[src/rtl/core/scsvf_pkg.sv]
// shared types and constants for the soft clipped state variable filter
`default_nettype none
package scsvf_pkg;

   localparam int StateFracBitsDefault = 24;
   localparam int CsrIndexWidth = 3;
   localparam int CsrDataWidth = 16;

   // register indexes
   localparam logic [CsrIndexWidth-1:0] RegCoefGA    = 3'd0;
   localparam logic [CsrIndexWidth-1:0] RegCoefGB    = 3'd1;
   localparam logic [CsrIndexWidth-1:0] RegDampingA  = 3'd2;
   localparam logic [CsrIndexWidth-1:0] RegDampingB  = 3'd3;
   localparam logic [CsrIndexWidth-1:0] RegDriveA    = 3'd4;
   localparam logic [CsrIndexWidth-1:0] RegDriveB    = 3'd5;
   localparam logic [CsrIndexWidth-1:0] RegFilterMode = 3'd6;
   localparam logic [CsrIndexWidth-1:0] RegOutputGain = 3'd7;

   // response modes
   localparam logic [1:0] ModeLowpass  = 2'd0;
   localparam logic [1:0] ModeHighpass = 2'd1;
   localparam logic [1:0] ModeBandpass = 2'd2;
   localparam logic [1:0] ModeBypass   = 2'd3;

   // register reset values
   localparam logic [15:0] CoefGReset   = 16'd1697;
   localparam logic [15:0] DampingReset = 16'd29491;
   localparam logic [15:0] DriveReset   = 16'd3277;
   localparam logic [15:0] GainReset    = 16'd4096;

   // damping forced to one at or above this tuning coefficient
   localparam logic [15:0] GLimit = 16'd24977;
   localparam logic [15:0] DampingOne = 16'd32768;

   typedef struct packed {
      logic        start;
      logic        op_div;
      logic [63:0] opa;
      logic [63:0] opb;
   } scsvf_cmd_type;

   typedef struct packed {
      logic        done;
      logic [63:0] result;
   } scsvf_sts_type;

endpackage
`default_nettype wire

[src/rtl/core/scsvf_chan_if.sv]
// sample and result channel interfaces of the soft clipped state variable filter
`default_nettype none
interface scsvf_req_if;
   logic               valid;
   logic               ready;
   logic               filter_select;
   logic signed [15:0] sample_in;
   modport source (output valid, output filter_select, output sample_in, input ready);
   modport sink (input valid, input filter_select, input sample_in, output ready);
endinterface

interface scsvf_rsp_if;
   logic               valid;
   logic               ready;
   logic signed [15:0] sample_out;
   modport source (output valid, output sample_out, input ready);
   modport sink (input valid, input sample_out, output ready);
endinterface
`default_nettype wire

[src/rtl/core/scsvf_mdu.sv]
// shared bit serial multiply and divide unit
`default_nettype none
module scsvf_mdu (
   input  logic                    clock,
   input  logic                    reset,
   input  scsvf_pkg::scsvf_cmd_type cmd,
   output scsvf_pkg::scsvf_sts_type sts
);
   import scsvf_pkg::*;

   localparam int DivSteps = 64;
   localparam int CntWidth = $clog2(DivSteps + 1);

   logic                busy_ff, busy_in;
   logic                div_ff, div_in;
   logic                done_ff, done_in;
   logic                neg_ff, neg_in;
   logic [63:0]         acc_ff, acc_in;
   logic [63:0]         a_ff, a_in;
   logic [63:0]         b_ff, b_in;
   logic [63:0]         rem_ff, rem_in;
   logic [CntWidth-1:0] cnt_ff, cnt_in;
   logic [64:0]         rem_sh;
   logic [65:0]         diff;
   logic                ge;

   always_comb begin
      busy_in = busy_ff;
      div_in  = div_ff;
      done_in = 1'b0;
      neg_in  = neg_ff;
      acc_in  = acc_ff;
      a_in    = a_ff;
      b_in    = b_ff;
      rem_in  = rem_ff;
      cnt_in  = cnt_ff;
      rem_sh  = {rem_ff, a_ff[63]};
      diff    = {1'b0, rem_sh} - {2'b00, b_ff};
      ge      = !diff[65];
      if (cmd.start) begin
         busy_in = 1'b1;
         div_in  = cmd.op_div;
         acc_in  = '0;
         rem_in  = '0;
         cnt_in  = CntWidth'(DivSteps);
         neg_in  = cmd.opa[63];
         if (cmd.op_div) begin
            // divide magnitude, sign restored at the end (truncates toward zero)
            a_in = cmd.opa[63] ? (~cmd.opa + 64'd1) : cmd.opa;
            b_in = cmd.opb;
         end else begin
            a_in = cmd.opa;
            b_in = {32'd0, cmd.opb[31:0]};
         end
      end else if (busy_ff) begin
         if (!div_ff) begin
            if (b_ff == 64'd0) begin
               busy_in = 1'b0;
               done_in = 1'b1;
            end else begin
               acc_in = acc_ff + (b_ff[0] ? a_ff : 64'd0);
               a_in   = {a_ff[62:0], 1'b0};
               b_in   = {1'b0, b_ff[63:1]};
            end
         end else begin
            if (cnt_ff == '0) begin
               busy_in = 1'b0;
               done_in = 1'b1;
               acc_in  = neg_ff ? (~a_ff + 64'd1) : a_ff;
            end else begin
               a_in   = {a_ff[62:0], ge};
               rem_in = ge ? diff[63:0] : rem_sh[63:0];
               cnt_in = cnt_ff - CntWidth'(1);
            end
         end
      end
   end

   always_ff @(posedge clock) begin
      if (reset) begin
         busy_ff <= 1'b0;
         done_ff <= 1'b0;
      end else begin
         busy_ff <= busy_in;
         done_ff <= done_in;
      end
      div_ff <= div_in;
      neg_ff <= neg_in;
      acc_ff <= acc_in;
      a_ff   <= a_in;
      b_ff   <= b_in;
      rem_ff <= rem_in;
      cnt_ff <= cnt_in;
   end

   assign sts.done   = done_ff;
   assign sts.result = acc_ff;

endmodule
`default_nettype wire

[src/rtl/core/soft_clipped_state_variable_filter.sv]
// top level of the two instance soft clipped state variable filter
//
// Each req beat carries one Q1.15 sample and an instance select; one rsp beat
// comes back per sample. A sequencer walks the drive, soft clip, loop solve,
// state update and output steps through one shared unit that multiplies one
// bit per cycle (stopping when the multiplier runs out of ones, at most 32
// steps) and divides one bit per cycle (64 steps). Each sample runs four
// divides, plus a fifth for lowpass when the output is inside the tanh limit;
// multiply time depends on how many bits the multipliers carry. req ready is
// held low meanwhile. A finished result sits in the rsp register, so the next
// sample is taken while it waits. Register writes go straight in and are
// expected only while no sample is in flight.
`default_nettype none
module soft_clipped_state_variable_filter #(
   parameter int STATE_FRAC_BITS = scsvf_pkg::StateFracBitsDefault
) (
   input  logic                                  clock,
   input  logic                                  reset,
   scsvf_req_if.sink                             req_chan,
   scsvf_rsp_if.source                           rsp_chan,
   input  logic                                  csr_wr_en,
   input  logic [scsvf_pkg::CsrIndexWidth-1:0]   csr_index,
   input  logic [scsvf_pkg::CsrDataWidth-1:0]    csr_wdata
);
   import scsvf_pkg::*;

   localparam int Frac = STATE_FRAC_BITS;
   localparam int DrvShift = 28 - Frac;
   localparam int SqShift = 2 * Frac - 14;
   localparam int OutShift = Frac - 3;
   localparam logic signed [63:0] TanhLim = (64'sd195 <<< Frac) / 100;
   localparam logic signed [63:0] TanhBase = 64'sd429 <<< Frac;
   localparam logic signed [63:0] Int32Max = 64'sd2147483647;
   localparam logic signed [63:0] Int32Min = -64'sd2147483648;
   localparam logic signed [63:0] Int16Max = 64'sd32767;
   localparam logic signed [63:0] Int16Min = -64'sd32768;

   localparam logic [4:0] ST_IDLE   = 5'd0;
   localparam logic [4:0] ST_DRV    = 5'd1;
   localparam logic [4:0] ST_SC_SQ  = 5'd2;
   localparam logic [4:0] ST_SC_NUM = 5'd3;
   localparam logic [4:0] ST_SC_DEN = 5'd4;
   localparam logic [4:0] ST_SC_DIV = 5'd5;
   localparam logic [4:0] ST_SC_MUL = 5'd6;
   localparam logic [4:0] ST_GR     = 5'd7;
   localparam logic [4:0] ST_GG     = 5'd8;
   localparam logic [4:0] ST_N1     = 5'd9;
   localparam logic [4:0] ST_N2     = 5'd10;
   localparam logic [4:0] ST_N3     = 5'd11;
   localparam logic [4:0] ST_DY1    = 5'd12;
   localparam logic [4:0] ST_Y0N    = 5'd13;
   localparam logic [4:0] ST_DY0    = 5'd14;
   localparam logic [4:0] ST_R2     = 5'd15;
   localparam logic [4:0] ST_U1     = 5'd16;
   localparam logic [4:0] ST_U2     = 5'd17;
   localparam logic [4:0] ST_T1     = 5'd18;
   localparam logic [4:0] ST_T2     = 5'd19;
   localparam logic [4:0] ST_T3     = 5'd20;
   localparam logic [4:0] ST_TD     = 5'd21;
   localparam logic [4:0] ST_HPBP   = 5'd22;
   localparam logic [4:0] ST_FIN    = 5'd23;

   function automatic logic signed [63:0] shr_round(input logic signed [63:0] v, input int n);
      logic signed [63:0] t;
      if (n == 0) return v;
      t = v + (64'sd1 <<< (n - 1));
      return t >>> n;
   endfunction

   function automatic logic signed [31:0] sat32(input logic signed [63:0] v);
      logic signed [63:0] c;
      c = (v > Int32Max) ? Int32Max : ((v < Int32Min) ? Int32Min : v);
      return c[31:0];
   endfunction

   function automatic logic signed [15:0] sat16(input logic signed [63:0] v);
      logic signed [63:0] c;
      c = (v > Int16Max) ? Int16Max : ((v < Int16Min) ? Int16Min : v);
      return c[15:0];
   endfunction

   // configuration registers
   logic [15:0] coef_g_ff [2];
   logic [15:0] damping_ff [2];
   logic [15:0] drive_ff [2];
   logic [1:0]  mode_ff;
   logic [15:0] gain_ff;

   always_ff @(posedge clock) begin
      if (reset) begin
         coef_g_ff[0]  <= CoefGReset;
         coef_g_ff[1]  <= CoefGReset;
         damping_ff[0] <= DampingReset;
         damping_ff[1] <= DampingReset;
         drive_ff[0]   <= DriveReset;
         drive_ff[1]   <= DriveReset;
         mode_ff       <= ModeLowpass;
         gain_ff       <= GainReset;
      end else if (csr_wr_en) begin
         unique case (csr_index)
            RegCoefGA:     coef_g_ff[0]  <= csr_wdata;
            RegCoefGB:     coef_g_ff[1]  <= csr_wdata;
            RegDampingA:   damping_ff[0] <= csr_wdata;
            RegDampingB:   damping_ff[1] <= csr_wdata;
            RegDriveA:     drive_ff[0]   <= csr_wdata;
            RegDriveB:     drive_ff[1]   <= csr_wdata;
            RegFilterMode: mode_ff       <= csr_wdata[1:0];
            RegOutputGain: gain_ff       <= csr_wdata;
            default: ;
         endcase
      end
   end

   // sequencer state and working registers
   logic [4:0]         state_ff, state_in;
   logic               issued_ff, issued_in;
   logic               sel_ff, sel_in;
   logic signed [15:0] smp_ff, smp_in;
   logic [15:0]        g_ff, g_in;
   logic [15:0]        r_ff, r_in;
   logic signed [31:0] s1_ff, s1_in;
   logic signed [31:0] s2_ff, s2_in;
   logic signed [31:0] int1_ff [2];
   logic signed [31:0] int1_in [2];
   logic signed [31:0] int2_ff [2];
   logic signed [31:0] int2_in [2];
   logic signed [63:0] x_ff, x_in;
   logic signed [63:0] d1_ff, d1_in;
   logic signed [63:0] d_ff, d_in;
   logic [31:0]        g2_ff, g2_in;
   logic signed [63:0] acc_ff, acc_in;
   logic signed [63:0] y1_ff, y1_in;
   logic signed [63:0] y0_ff, y0_in;
   logic signed [63:0] sc1_ff, sc1_in;
   logic signed [63:0] r2y0_ff, r2y0_in;
   logic signed [63:0] sc_v_ff, sc_v_in;
   logic               sc_pass_ff, sc_pass_in;
   logic [28:0]        sc_a_ff, sc_a_in;
   logic [63:0]        sc_num_ff, sc_num_in;
   logic [63:0]        sc_den_ff, sc_den_in;
   logic [20:0]        sc_p_ff, sc_p_in;
   logic signed [15:0] res_ff, res_in;
   logic               rsp_valid_ff, rsp_valid_in;
   logic signed [15:0] rsp_data_ff, rsp_data_in;

   scsvf_cmd_type      cmd;
   scsvf_sts_type      sts;

   logic               step;
   logic               finish;
   logic [63:0]        p;
   logic signed [63:0] ps;
   logic signed [63:0] xx;
   logic [63:0]        mag_v;
   logic [63:0]        mag_y;
   logic [63:0]        sq;
   logic signed [63:0] tmp;
   logic [15:0]        g_pick;

   scsvf_mdu u_mdu (
      .clock (clock),
      .reset (reset),
      .cmd   (cmd),
      .sts   (sts)
   );

   always_comb begin
      state_in     = state_ff;
      sel_in       = sel_ff;
      smp_in       = smp_ff;
      g_in         = g_ff;
      r_in         = r_ff;
      s1_in        = s1_ff;
      s2_in        = s2_ff;
      int1_in      = int1_ff;
      int2_in      = int2_ff;
      x_in         = x_ff;
      d1_in        = d1_ff;
      d_in         = d_ff;
      g2_in        = g2_ff;
      acc_in       = acc_ff;
      y1_in        = y1_ff;
      y0_in        = y0_ff;
      sc1_in       = sc1_ff;
      r2y0_in      = r2y0_ff;
      sc_v_in      = sc_v_ff;
      sc_pass_in   = sc_pass_ff;
      sc_a_in      = sc_a_ff;
      sc_num_in    = sc_num_ff;
      sc_den_in    = sc_den_ff;
      sc_p_in      = sc_p_ff;
      res_in       = res_ff;
      rsp_valid_in = rsp_valid_ff;
      rsp_data_in  = rsp_data_ff;
      cmd          = '0;
      step         = (state_ff != ST_IDLE) && (state_ff != ST_FIN);
      finish       = step && issued_ff && sts.done;
      issued_in    = step ? (issued_ff ? !sts.done : 1'b1) : 1'b0;
      p            = sts.result;
      ps           = $signed(sts.result);
      xx           = x_ff - y1_ff;
      mag_v        = sc_v_ff[63] ? 64'(-sc_v_ff) : 64'(sc_v_ff);
      mag_y        = y1_ff[63] ? 64'(-y1_ff) : 64'(y1_ff);
      sq           = p >> SqShift;
      tmp          = '0;
      g_pick       = coef_g_ff[req_chan.filter_select];

      if (rsp_valid_ff && rsp_chan.ready) rsp_valid_in = 1'b0;

      unique case (state_ff)
         ST_IDLE: begin
            if (req_chan.valid) begin
               sel_in   = req_chan.filter_select;
               smp_in   = req_chan.sample_in;
               g_in     = g_pick;
               r_in     = (g_pick >= GLimit) ? DampingOne : damping_ff[req_chan.filter_select];
               s1_in    = int1_ff[req_chan.filter_select];
               s2_in    = int2_ff[req_chan.filter_select];
               state_in = ST_DRV;
            end
         end
         ST_DRV: begin
            cmd.opa = {{48{smp_ff[15]}}, smp_ff};
            cmd.opb = {48'd0, drive_ff[sel_ff]};
            if (finish) begin
               sc_v_in    = shr_round(ps, DrvShift);
               sc_pass_in = 1'b0;
               state_in   = ST_SC_SQ;
            end
         end
         ST_SC_SQ: begin
            cmd.opa = mag_v;
            cmd.opb = {32'd0, mag_v[31:0]};
            if (finish) begin
               // (v/2)^2 in Q16, held at 4096
               sc_a_in  = (sq > 64'd268435456) ? 29'd268435456 : sq[28:0];
               state_in = ST_SC_NUM;
            end
         end
         ST_SC_NUM: begin
            cmd.opa = {35'd0, sc_a_ff} + (64'd105 << 16);
            cmd.opb = {35'd0, sc_a_ff};
            if (finish) begin
               sc_num_in = (p >> 16) + (64'd945 << 16);
               state_in  = ST_SC_DEN;
            end
         end
         ST_SC_DEN: begin
            cmd.opa = ({35'd0, sc_a_ff} << 4) - {35'd0, sc_a_ff} + (64'd420 << 16);
            cmd.opb = {35'd0, sc_a_ff};
            if (finish) begin
               sc_den_in = (p >> 16) + (64'd945 << 16);
               state_in  = ST_SC_DIV;
            end
         end
         ST_SC_DIV: begin
            cmd.op_div = 1'b1;
            cmd.opa    = sc_num_ff << 20;
            cmd.opb    = sc_den_ff;
            if (finish) begin
               sc_p_in  = p[20:0];
               state_in = ST_SC_MUL;
            end
         end
         ST_SC_MUL: begin
            cmd.opa = sc_v_ff;
            cmd.opb = {43'd0, sc_p_ff};
            if (finish) begin
               tmp = shr_round(ps, 20);
               if (sc_pass_ff) begin
                  sc1_in   = tmp;
                  state_in = ST_Y0N;
               end else begin
                  x_in     = tmp;
                  state_in = ST_GR;
               end
            end
         end
         ST_GR: begin
            cmd.opa = {48'd0, g_ff};
            cmd.opb = {48'd0, r_ff};
            if (finish) begin
               d1_in    = $signed(64'd16777216 + ((p + 64'd2) >> 2));
               state_in = ST_GG;
            end
         end
         ST_GG: begin
            cmd.opa = {48'd0, g_ff};
            cmd.opb = {48'd0, g_ff};
            if (finish) begin
               g2_in    = p[31:0];
               d_in     = d1_ff + ps;
               state_in = ST_N1;
            end
         end
         ST_N1: begin
            cmd.opa = x_ff;
            cmd.opb = {32'd0, g2_ff};
            if (finish) begin
               acc_in   = ps;
               state_in = ST_N2;
            end
         end
         ST_N2: begin
            cmd.opa = {{32{s2_ff[31]}}, s2_ff};
            cmd.opb = {32'd0, d1_ff[31:0]};
            if (finish) begin
               acc_in   = acc_ff + ps;
               state_in = ST_N3;
            end
         end
         ST_N3: begin
            cmd.opa = {{32{s1_ff[31]}}, s1_ff} << 12;
            cmd.opb = {48'd0, g_ff};
            if (finish) begin
               acc_in   = acc_ff + ps;
               state_in = ST_DY1;
            end
         end
         ST_DY1: begin
            cmd.op_div = 1'b1;
            cmd.opa    = acc_ff;
            cmd.opb    = d_ff;
            if (finish) begin
               // second soft clip pass runs on the first integrator
               y1_in      = ps;
               sc_v_in    = {{32{s1_ff[31]}}, s1_ff};
               sc_pass_in = 1'b1;
               state_in   = ST_SC_SQ;
            end
         end
         ST_Y0N: begin
            cmd.opa = xx << 12;
            cmd.opb = {48'd0, g_ff};
            if (finish) begin
               acc_in   = (sc1_ff <<< 24) + ps;
               state_in = ST_DY0;
            end
         end
         ST_DY0: begin
            cmd.op_div = 1'b1;
            cmd.opa    = acc_ff;
            cmd.opb    = d1_ff;
            if (finish) begin
               y0_in    = ps;
               state_in = ST_R2;
            end
         end
         ST_R2: begin
            cmd.opa = y0_ff << 1;
            cmd.opb = {48'd0, r_ff};
            if (finish) begin
               r2y0_in  = shr_round(ps, 15);
               state_in = ST_U1;
            end
         end
         ST_U1: begin
            cmd.opa = (xx - r2y0_ff) << 1;
            cmd.opb = {48'd0, g_ff};
            if (finish) begin
               int1_in[sel_ff] = sat32(sc1_ff + shr_round(ps, 12));
               state_in        = ST_U2;
            end
         end
         ST_U2: begin
            cmd.opa = y0_ff << 1;
            cmd.opb = {48'd0, g_ff};
            if (finish) begin
               int2_in[sel_ff] = sat32({{32{s2_ff[31]}}, s2_ff} + shr_round(ps, 12));
               case (mode_ff) inside
                  ModeLowpass: begin
                     if (y1_ff < -TanhLim) begin
                        res_in   = sat16(Int16Min);
                        state_in = ST_FIN;
                     end else if (y1_ff > TanhLim) begin
                        res_in   = sat16(Int16Max);
                        state_in = ST_FIN;
                     end else begin
                        state_in = ST_T1;
                     end
                  end
                  ModeHighpass, ModeBandpass: state_in = ST_HPBP;
                  default: begin
                     res_in   = smp_ff;
                     state_in = ST_FIN;
                  end
               endcase
            end
         end
         ST_T1: begin
            cmd.opa = mag_y;
            cmd.opb = {32'd0, mag_y[31:0]};
            if (finish) begin
               sc_den_in = p >> Frac;
               state_in  = ST_T2;
            end
         end
         ST_T2: begin
            cmd.opa = sc_den_ff;
            cmd.opb = 64'd100;
            if (finish) begin
               sc_den_in = 64'(TanhBase) + p;
               state_in  = ST_T3;
            end
         end
         ST_T3: begin
            cmd.opa = y1_ff;
            cmd.opb = 64'd415;
            if (finish) begin
               acc_in   = ps <<< 15;
               state_in = ST_TD;
            end
         end
         ST_TD: begin
            cmd.op_div = 1'b1;
            cmd.opa    = acc_ff;
            cmd.opb    = sc_den_ff;
            if (finish) begin
               res_in   = sat16(ps);
               state_in = ST_FIN;
            end
         end
         ST_HPBP: begin
            cmd.opa = (mode_ff == ModeHighpass) ? (xx - r2y0_ff) : y0_ff;
            cmd.opb = {48'd0, gain_ff};
            if (finish) begin
               res_in   = sat16(shr_round(ps, OutShift));
               state_in = ST_FIN;
            end
         end
         ST_FIN: begin
            if (!rsp_valid_ff || rsp_chan.ready) begin
               rsp_valid_in = 1'b1;
               rsp_data_in  = res_ff;
               state_in     = ST_IDLE;
            end
         end
         default: state_in = ST_IDLE;
      endcase

      cmd.start = step && !issued_ff;
   end

   always_ff @(posedge clock) begin
      if (reset) begin
         state_ff     <= ST_IDLE;
         issued_ff    <= 1'b0;
         rsp_valid_ff <= 1'b0;
         int1_ff[0]   <= '0;
         int1_ff[1]   <= '0;
         int2_ff[0]   <= '0;
         int2_ff[1]   <= '0;
      end else begin
         state_ff     <= state_in;
         issued_ff    <= issued_in;
         rsp_valid_ff <= rsp_valid_in;
         int1_ff      <= int1_in;
         int2_ff      <= int2_in;
      end
      sel_ff      <= sel_in;
      smp_ff      <= smp_in;
      g_ff        <= g_in;
      r_ff        <= r_in;
      s1_ff       <= s1_in;
      s2_ff       <= s2_in;
      x_ff        <= x_in;
      d1_ff       <= d1_in;
      d_ff        <= d_in;
      g2_ff       <= g2_in;
      acc_ff      <= acc_in;
      y1_ff       <= y1_in;
      y0_ff       <= y0_in;
      sc1_ff      <= sc1_in;
      r2y0_ff     <= r2y0_in;
      sc_v_ff     <= sc_v_in;
      sc_pass_ff  <= sc_pass_in;
      sc_a_ff     <= sc_a_in;
      sc_num_ff   <= sc_num_in;
      sc_den_ff   <= sc_den_in;
      sc_p_ff     <= sc_p_in;
      res_ff      <= res_in;
      rsp_data_ff <= rsp_data_in;
   end

   assign req_chan.ready      = (state_ff == ST_IDLE);
   assign rsp_chan.valid      = rsp_valid_ff;
   assign rsp_chan.sample_out = rsp_data_ff;

   a_accept_starts: assert property (@(posedge clock) disable iff (reset)
      (req_chan.valid && req_chan.ready) |=> (state_ff == ST_DRV))
      else $error("accepted beat did not start the sequence");

   a_idle_no_op: assert property (@(posedge clock) disable iff (reset)
      (state_ff == ST_IDLE) |-> !issued_ff)
      else $error("unit operation outstanding while idle");

   a_done_issued: assert property (@(posedge clock) disable iff (reset)
      sts.done |-> issued_ff)
      else $error("unit finished an operation nobody issued");

   a_fin_loads: assert property (@(posedge clock) disable iff (reset)
      (state_ff == ST_FIN && (!rsp_valid_ff || rsp_chan.ready))
      |=> (rsp_valid_ff && state_ff == ST_IDLE))
      else $error("result not moved into the rsp register");

endmodule
`default_nettype wire

[src/flat_wrapper.sv]
// flat-port wrapper written by rule: the top's interface ports become plain ports
module soft_clipped_state_variable_filter_flat import scsvf_pkg::*;
#(
   parameter int STATE_FRAC_BITS = scsvf_pkg::StateFracBitsDefault
)
  (clock, reset, csr_wr_en, csr_index, csr_wdata, req_chan_valid, req_chan_filter_select, req_chan_sample_in, req_chan_ready, rsp_chan_valid, rsp_chan_sample_out, rsp_chan_ready);
  scsvf_req_if req_chan_i ();
  scsvf_rsp_if rsp_chan_i ();
  input  logic clock;
  input  logic reset;
  input  logic csr_wr_en;
  input  logic [scsvf_pkg::CsrIndexWidth-1:0] csr_index;
  input  logic [scsvf_pkg::CsrDataWidth-1:0] csr_wdata;
  input wire logic [$bits(req_chan_i.valid)-1:0] req_chan_valid;
  input wire logic [$bits(req_chan_i.filter_select)-1:0] req_chan_filter_select;
  input wire logic [$bits(req_chan_i.sample_in)-1:0] req_chan_sample_in;
  output wire logic [$bits(req_chan_i.ready)-1:0] req_chan_ready;
  output wire logic [$bits(rsp_chan_i.valid)-1:0] rsp_chan_valid;
  output wire logic [$bits(rsp_chan_i.sample_out)-1:0] rsp_chan_sample_out;
  input wire logic [$bits(rsp_chan_i.ready)-1:0] rsp_chan_ready;
  assign req_chan_i.valid = req_chan_valid;
  assign req_chan_i.filter_select = req_chan_filter_select;
  assign req_chan_i.sample_in = req_chan_sample_in;
  assign req_chan_ready = req_chan_i.ready;
  assign rsp_chan_valid = rsp_chan_i.valid;
  assign rsp_chan_sample_out = rsp_chan_i.sample_out;
  assign rsp_chan_i.ready = rsp_chan_ready;
  soft_clipped_state_variable_filter #(.STATE_FRAC_BITS(STATE_FRAC_BITS)) u_core (.clock(clock), .reset(reset), .req_chan(req_chan_i), .rsp_chan(rsp_chan_i), .csr_wr_en(csr_wr_en), .csr_index(csr_index), .csr_wdata(csr_wdata));
endmodule
[config.mk]
export PLATFORM = sky130hd
export DESIGN_NAME = soft_clipped_state_variable_filter_flat
export DESIGN_NICKNAME = d
export VERILOG_FILES = /design/src/rtl/core/scsvf_pkg.sv /design/src/rtl/core/scsvf_chan_if.sv /design/src/rtl/core/scsvf_mdu.sv /design/src/rtl/core/soft_clipped_state_variable_filter.sv /design/src/flat_wrapper.sv
export SDC_FILE = /design/constraint.sdc
export NUM_CORES = 2
export LEC_CHECK = 0
export BUFFER_PORTS_ARGS = -buffer_cell sky130_fd_sc_hd__buf_2
export CAP_MARGIN = 15
export CORE_ASPECT_RATIO = 2
export CORE_UTILIZATION = 41
export CTS_BUF_LIST = sky130_fd_sc_hd__clkbuf_8
export CTS_CLUSTER_DIAMETER = 80
export DETAILED_ROUTE_END_ITERATION = 10
export GPL_TIMING_DRIVEN = 0
export PLACE_DENSITY = 0.67
export SLEW_MARGIN = 25
export SYNTH_ARGS = -nofsm -noshare
export SYNTH_HDL_FRONTEND = slang
export SYNTH_SLANG_ARGS = --single-unit
[constraint.sdc]
create_clock -name clock -period 35 [get_ports clock]
set_input_delay 5.25 -clock clock [delete_from_list [all_inputs] [get_ports clock]]
set_output_delay 5.25 -clock clock [all_outputs]
set_load 0.03 [all_outputs]
==> out/metrics.yaml, run 1 <==
synth_top_family_by_area: "compound AO/OA/AOI/OAI gates"
io_buffer_count: 56
overflow: 2065
yosys.area.top_type: "edfxtp_1"
cts_hold_buf: 0
syn-num-nets: 12300
async_flop_share_pct: 0
status: "did not finish"
cts_buffer_depth: 4
h-tree-depth: 4
synth_top_area_share_pct: 31.2
numCtsBuffers: 217
avgSynthCellArea_um2: 8.87
grt_max_degree: 54
ys_warn_count: 0
yosys-top-cells-count: "1122 x nand2_1, 1078 x edfxtp_1, 862 x nor2_1"
core.rowCount: 260
synth_seq_area_share_pct: 36.8
first_global_vias: 133000
place_hpwl_um: 648000
synthAdderAreaFrac_pct: 7.14
cts_root_buf: "clkbuf_8"
ys_seq_elements: 1369
pin_count: 59
tool.error: "[ERROR GRT-0116] Global routing finished with congestion. Check the congestion regions in the DRC Viewer."
synth.area.top_cells: "edfxtp_1 31%, ha_1 7.0%, dfxtp_1 5.6%"
synth_area_um2: 104000
synth-compound-area-share_pct: 23.1
synth_flop_cell: "edfxtp_1"
initial_core_util_pct: 41.3
gr-usage-all-layers_pct: 74.0
die_w_um: 358
synth-edff-count: 1078
routabilityCongestion: 1.16
grt_pass1_wl_um: 1340000
netlist-cell-type-count: 102
yosys.area_share.simple_pct: 18.0
haltStage: "global routing"
die_h_um: 713
synthCells: 11700
cts_resized: 0
post_cts_buffers: 0
synth_most_common_cell: "nand2_1"
synth-xor-area-share_pct: 9.06
numClockSinks: 1369
synth.area.mux_share_pct: 1.74
==> cells by family after synthesis <==
| logic type | Yosys count |
|---|---|
| muxes | 169 |
| adders and majority gates | 586 |
| AOI/OAI and AO/OA | 3538 |
| buffers and inverters | 1143 |
| and+or+nand+nor | 3814 |
| DFF | 1369 |
| xor gates and xnor gates | 1072 |
==> routing by layer <==
layer,GRT usage [%],overflow
met2,92.9,1183
met4,77.9,732
met5,22.1,16
met3,55.6,81
met1,72.4,53
==> per-stage QoR <==
stage | area [um2] | cells | setup slack [ns] | utilization [%] | hold WS [ns]
floorplan | 104000 | 11700 | 23.56 | - | 0.400
global placement | 108000 | 15000 | 12.38 | 43.0 | 0.404
detailed placement | 113000 | 15300 | 23.21 | 44.9 | 0.411
CTS | 118000 | 15700 | 23.16 | 46.8 | 0.413
==> run 2: changes to the inputs <==
--- a/config.mk
+++ b/config.mk
@@ -7,13 +7,10 @@
 export LEC_CHECK = 0
 export BUFFER_PORTS_ARGS = -buffer_cell sky130_fd_sc_hd__buf_2
 export CAP_MARGIN = 15
-export CORE_ASPECT_RATIO = 2
-export CORE_UTILIZATION = 41
-export CTS_BUF_LIST = sky130_fd_sc_hd__clkbuf_8
-export CTS_CLUSTER_DIAMETER = 80
+export CORE_UTILIZATION = 26
 export DETAILED_ROUTE_END_ITERATION = 10
 export GPL_TIMING_DRIVEN = 0
-export PLACE_DENSITY = 0.67
+export PLACE_DENSITY_LB_ADDON = 0.15
 export SLEW_MARGIN = 25
 export SYNTH_ARGS = -nofsm -noshare
 export SYNTH_HDL_FRONTEND = slang
==> run 2 against run 1 <==
Synthesized area unchanged. Synthesized cell count did not move. The run now ends clean.
==> out/metrics.yaml, run 2 <==
fin_skew_ns: 0.134
ff_latch_area_um2: 38300
pin_count: 59  # unchanged
hold_violations: 0
slew_headroom_pct: 8.07
multi_input_area_um2: 62000
gr-usage-all-layers_pct: 35.1
wirelength_um: 731000
numClockSinks: 1369  # unchanged
yosys-top-cells-count: "1122 x nand2_1, 1078 x edfxtp_1, 862 x nor2_1"
reg2reg_to: "u_core.int1_ff[18]$_SDFFE_PP0P_"
final_antenna_net_count: 0
post_cts_buffers: 0  # unchanged
hold_slack_ns: 0.419
synth_area_um2: 104000  # unchanged
final.setup.tns_ns: 0
antenna_found_initial: 174
ys_seq_elements: 1369  # unchanged
ys_warn_count: 0  # unchanged
drtPass1Iterations: 9
cp-start-kind: "flop"
cts_hold_buf: 0  # unchanged
drt_iter0_drc: 16700
cts_tree: "yes"
detail_route.wl_per_cell_um: 41.4
synthCells: 11700  # unchanged
initial_core_util_pct: 26.2  # -15 points
status: "complete, no violations"
cts_root_buf: "clkbuf_16"
wl_met3_um: 83900
netlist-cell-type-count: 102  # unchanged
syn_to_final_growth_pct: 17.0
synth_seq_area_share_pct: 36.8  # unchanged
synth_most_common_cell: "nand2_1"
power.density_nw_per_um2: 79.4
fmaxAchievable_mhz: 88.4
numCtsBuffers: 179  # -18%
die_h_um: 633  # -11%
r2r_slack_ns: 23.69
rsz0062_at_grt: "false"
fin_crit_sh_pct: 32.3
slowest_stage: "nor2_1"
drive_above_1_share_pct: 9.49
path_max_fanout: 11
avgSynthCellArea_um2: 8.87  # unchanged
cts_buffer_depth: 4  # unchanged
p_leak_nw: 45.1
crit_path_frequent_cell: "o21ai_0"
nNetsFinal: 12800
min_from: "u_core.res_ff[6]$_DFFE_PP_"
clk_latency_ns: 0.99
place_hpwl_um: 607000  # -6.3%
worstSetupEndpointType: "flop"
synth_top_area_share_pct: 31.2  # unchanged
slew_violations: 0
core_area_um2: 396000
nFillCells: 42200
crit_arrival_ns: 12.21
overflow: 0
worstSetupPathType: "reg2reg"
ir_drop_mv: 0.0530
clkTransAtPathRegs_ns: 0.06
grt_pass1_wl_um: 945000
route.met2.wl_um: 305000
first_global_vias: 99700
routabilityCongestion: 1.07  # -7.8%
hold_class: "reg2reg"
drc: 0
whs_path_depth: 0
h-tree-depth: 4  # unchanged
yosys.area.top_type: "edfxtp_1"
vias_per_cell: 6.09
setup_viol: 0
maxCapViolCount: 0
synth_flop_cell: "edfxtp_1"
die_w_um: 633  # +77%
r2r_start: "u_core.u_mdu.acc_ff[12]$_SDFFE_PP0P_"
vias: 108000
routed.top_layer: "met5"
worst_pin_slew_ns: 1.38
period_needed_ns: 11.31
cpPeakStageDelay_ns: 1.03
layout_commonest_cell: "nand2_1"
synth-edff-count: 1078  # unchanged
synth.area.top_cells: "edfxtp_1 31%, ha_1 7.0%, dfxtp_1 5.6%"
async_flop_share_pct: 0  # unchanged
cts_resized: 0  # unchanged
die_area_um2: 401000
whs_endpoint: "u_core.rsp_chan.sample_out[6]$_DFFE_PP_"
r2r_cells: 25
core.rowCount: 231  # -11%
syn-num-nets: 12300  # unchanged
cp.required_ns: 35.90
io_buffer_count: 56  # unchanged
wl_met1_um: 292000
final_cell_mix: "1120 x nand2_1, 1078 x edfxtp_1, 849 x nor2_1"
grt_max_degree: 44
[run 2: cell counts after synthesis]
Identical to the previous run, type by type.
[run 2: cell families (layout without fill, tap and decap cells)]
family / after synthesis / in the layout / synth area share (%)
buffers and inverters: 1143 / 1795 / 4.16
AOI/OAI and AO/OA: 3538 / 3538 / 23.1
DFF: 1369 / 1369 / 36.8
xor gates and xnor gates: 1072 / 1072 / 9.06
muxes: 169 / 169 / 1.74
other: 0 / 69 / 0
adders and majority gates: 586 / 586 / 7.14
and+or+nand+nor: 3814 / 3814 / 18.0
[run 2: final cells by class]
| class | instances | share of cell area (%) |
|---|---|---|
| Sequential cell | 1369 | 31.5 |
| Clock buffer | 219 | 3.99 |
| Clock inverter | 110 | 1.05 |
| Tap cell | 5242 | 5.40 |
| Multi-Input combinational cell | 9179 | 51.1 |
| Timing Repair Buffer | 323 | 3.09 |
| Inverter | 414 | 1.28 |
| Buffer | 729 | 2.46 |
| Antenna cell | 69 | 0.142 |
[run 2: power breakdown]
part | leakage, nW | switching (mW) | total (mW) | internal, mW
clock | 2.97 | 0.876 | 2.01 | 1.14
sequential | 12.5 | 0.477 | 2.62 | 2.15
combinational | 29.6 | 3.46 | 5.00 | 1.53
[run 2: how the worst max path moves through the flow]
stage	startpoint	cells after the start	slack, ns	endpoint
after floorplan	u_core.state_ff[3]$_SDFFE_PP0P_	7	23.56	u_core.d_ff[0]$_DFFE_PP_
after global placement	u_core.state_ff[0]$_SDFFE_PP0P_	7	11.94	u_core.d_ff[38]$_DFFE_PP_
after detailed placement	u_core.u_mdu.acc_ff[11]$_SDFFE_PP0P_	25	23.90	u_core.int1_ff[20]$_SDFFE_PP0P_
after CTS	u_core.u_mdu.acc_ff[12]$_SDFFE_PP0P_	25	23.90	u_core.int1_ff[20]$_SDFFE_PP0P_
after global routing	u_core.u_mdu.acc_ff[12]$_SDFFE_PP0P_	25	23.13	u_core.int1_ff[16]$_SDFFE_PP0P_
final	u_core.u_mdu.acc_ff[12]$_SDFFE_PP0P_	25	23.69	u_core.int1_ff[18]$_SDFFE_PP0P_
[run 2: metal layers]
layer	vias up	track usage [%]
li1	45100	-
met1	53700	44.1
met2	6953	51.8
met3	1627	12.1
met4	68	20.4
met5	-	0.181
[run 2: metrics by stage]
step	total power [mW]	utilization [%]	instance area, um2	setup WS, ns	instances
floorplan	5.07	-	104000	23.56	11700
detailed placement	7.42	29.0	115000	23.90	17300
global route	9.89	30.6	121000	23.13	17600
global placement	7.26	27.9	111000	11.94	17000
finish	9.63	30.6	121000	23.69	17700
CTS	9.43	30.5	121000	23.90	17600
[run 2: worst max-delay path, delay by kind of cell (launching register included)]
family	cells	cell delay, ns
AOI/OAI and AO/OA	11	3.74
buffers and inverters	3	1.40
and+or+nand+nor	7	3.44
DFF	1	0.83
xor gates and xnor gates	2	0.91
adders and majority gates	2	0.90
No activity file was read; power rests on OpenSTA's default activity.
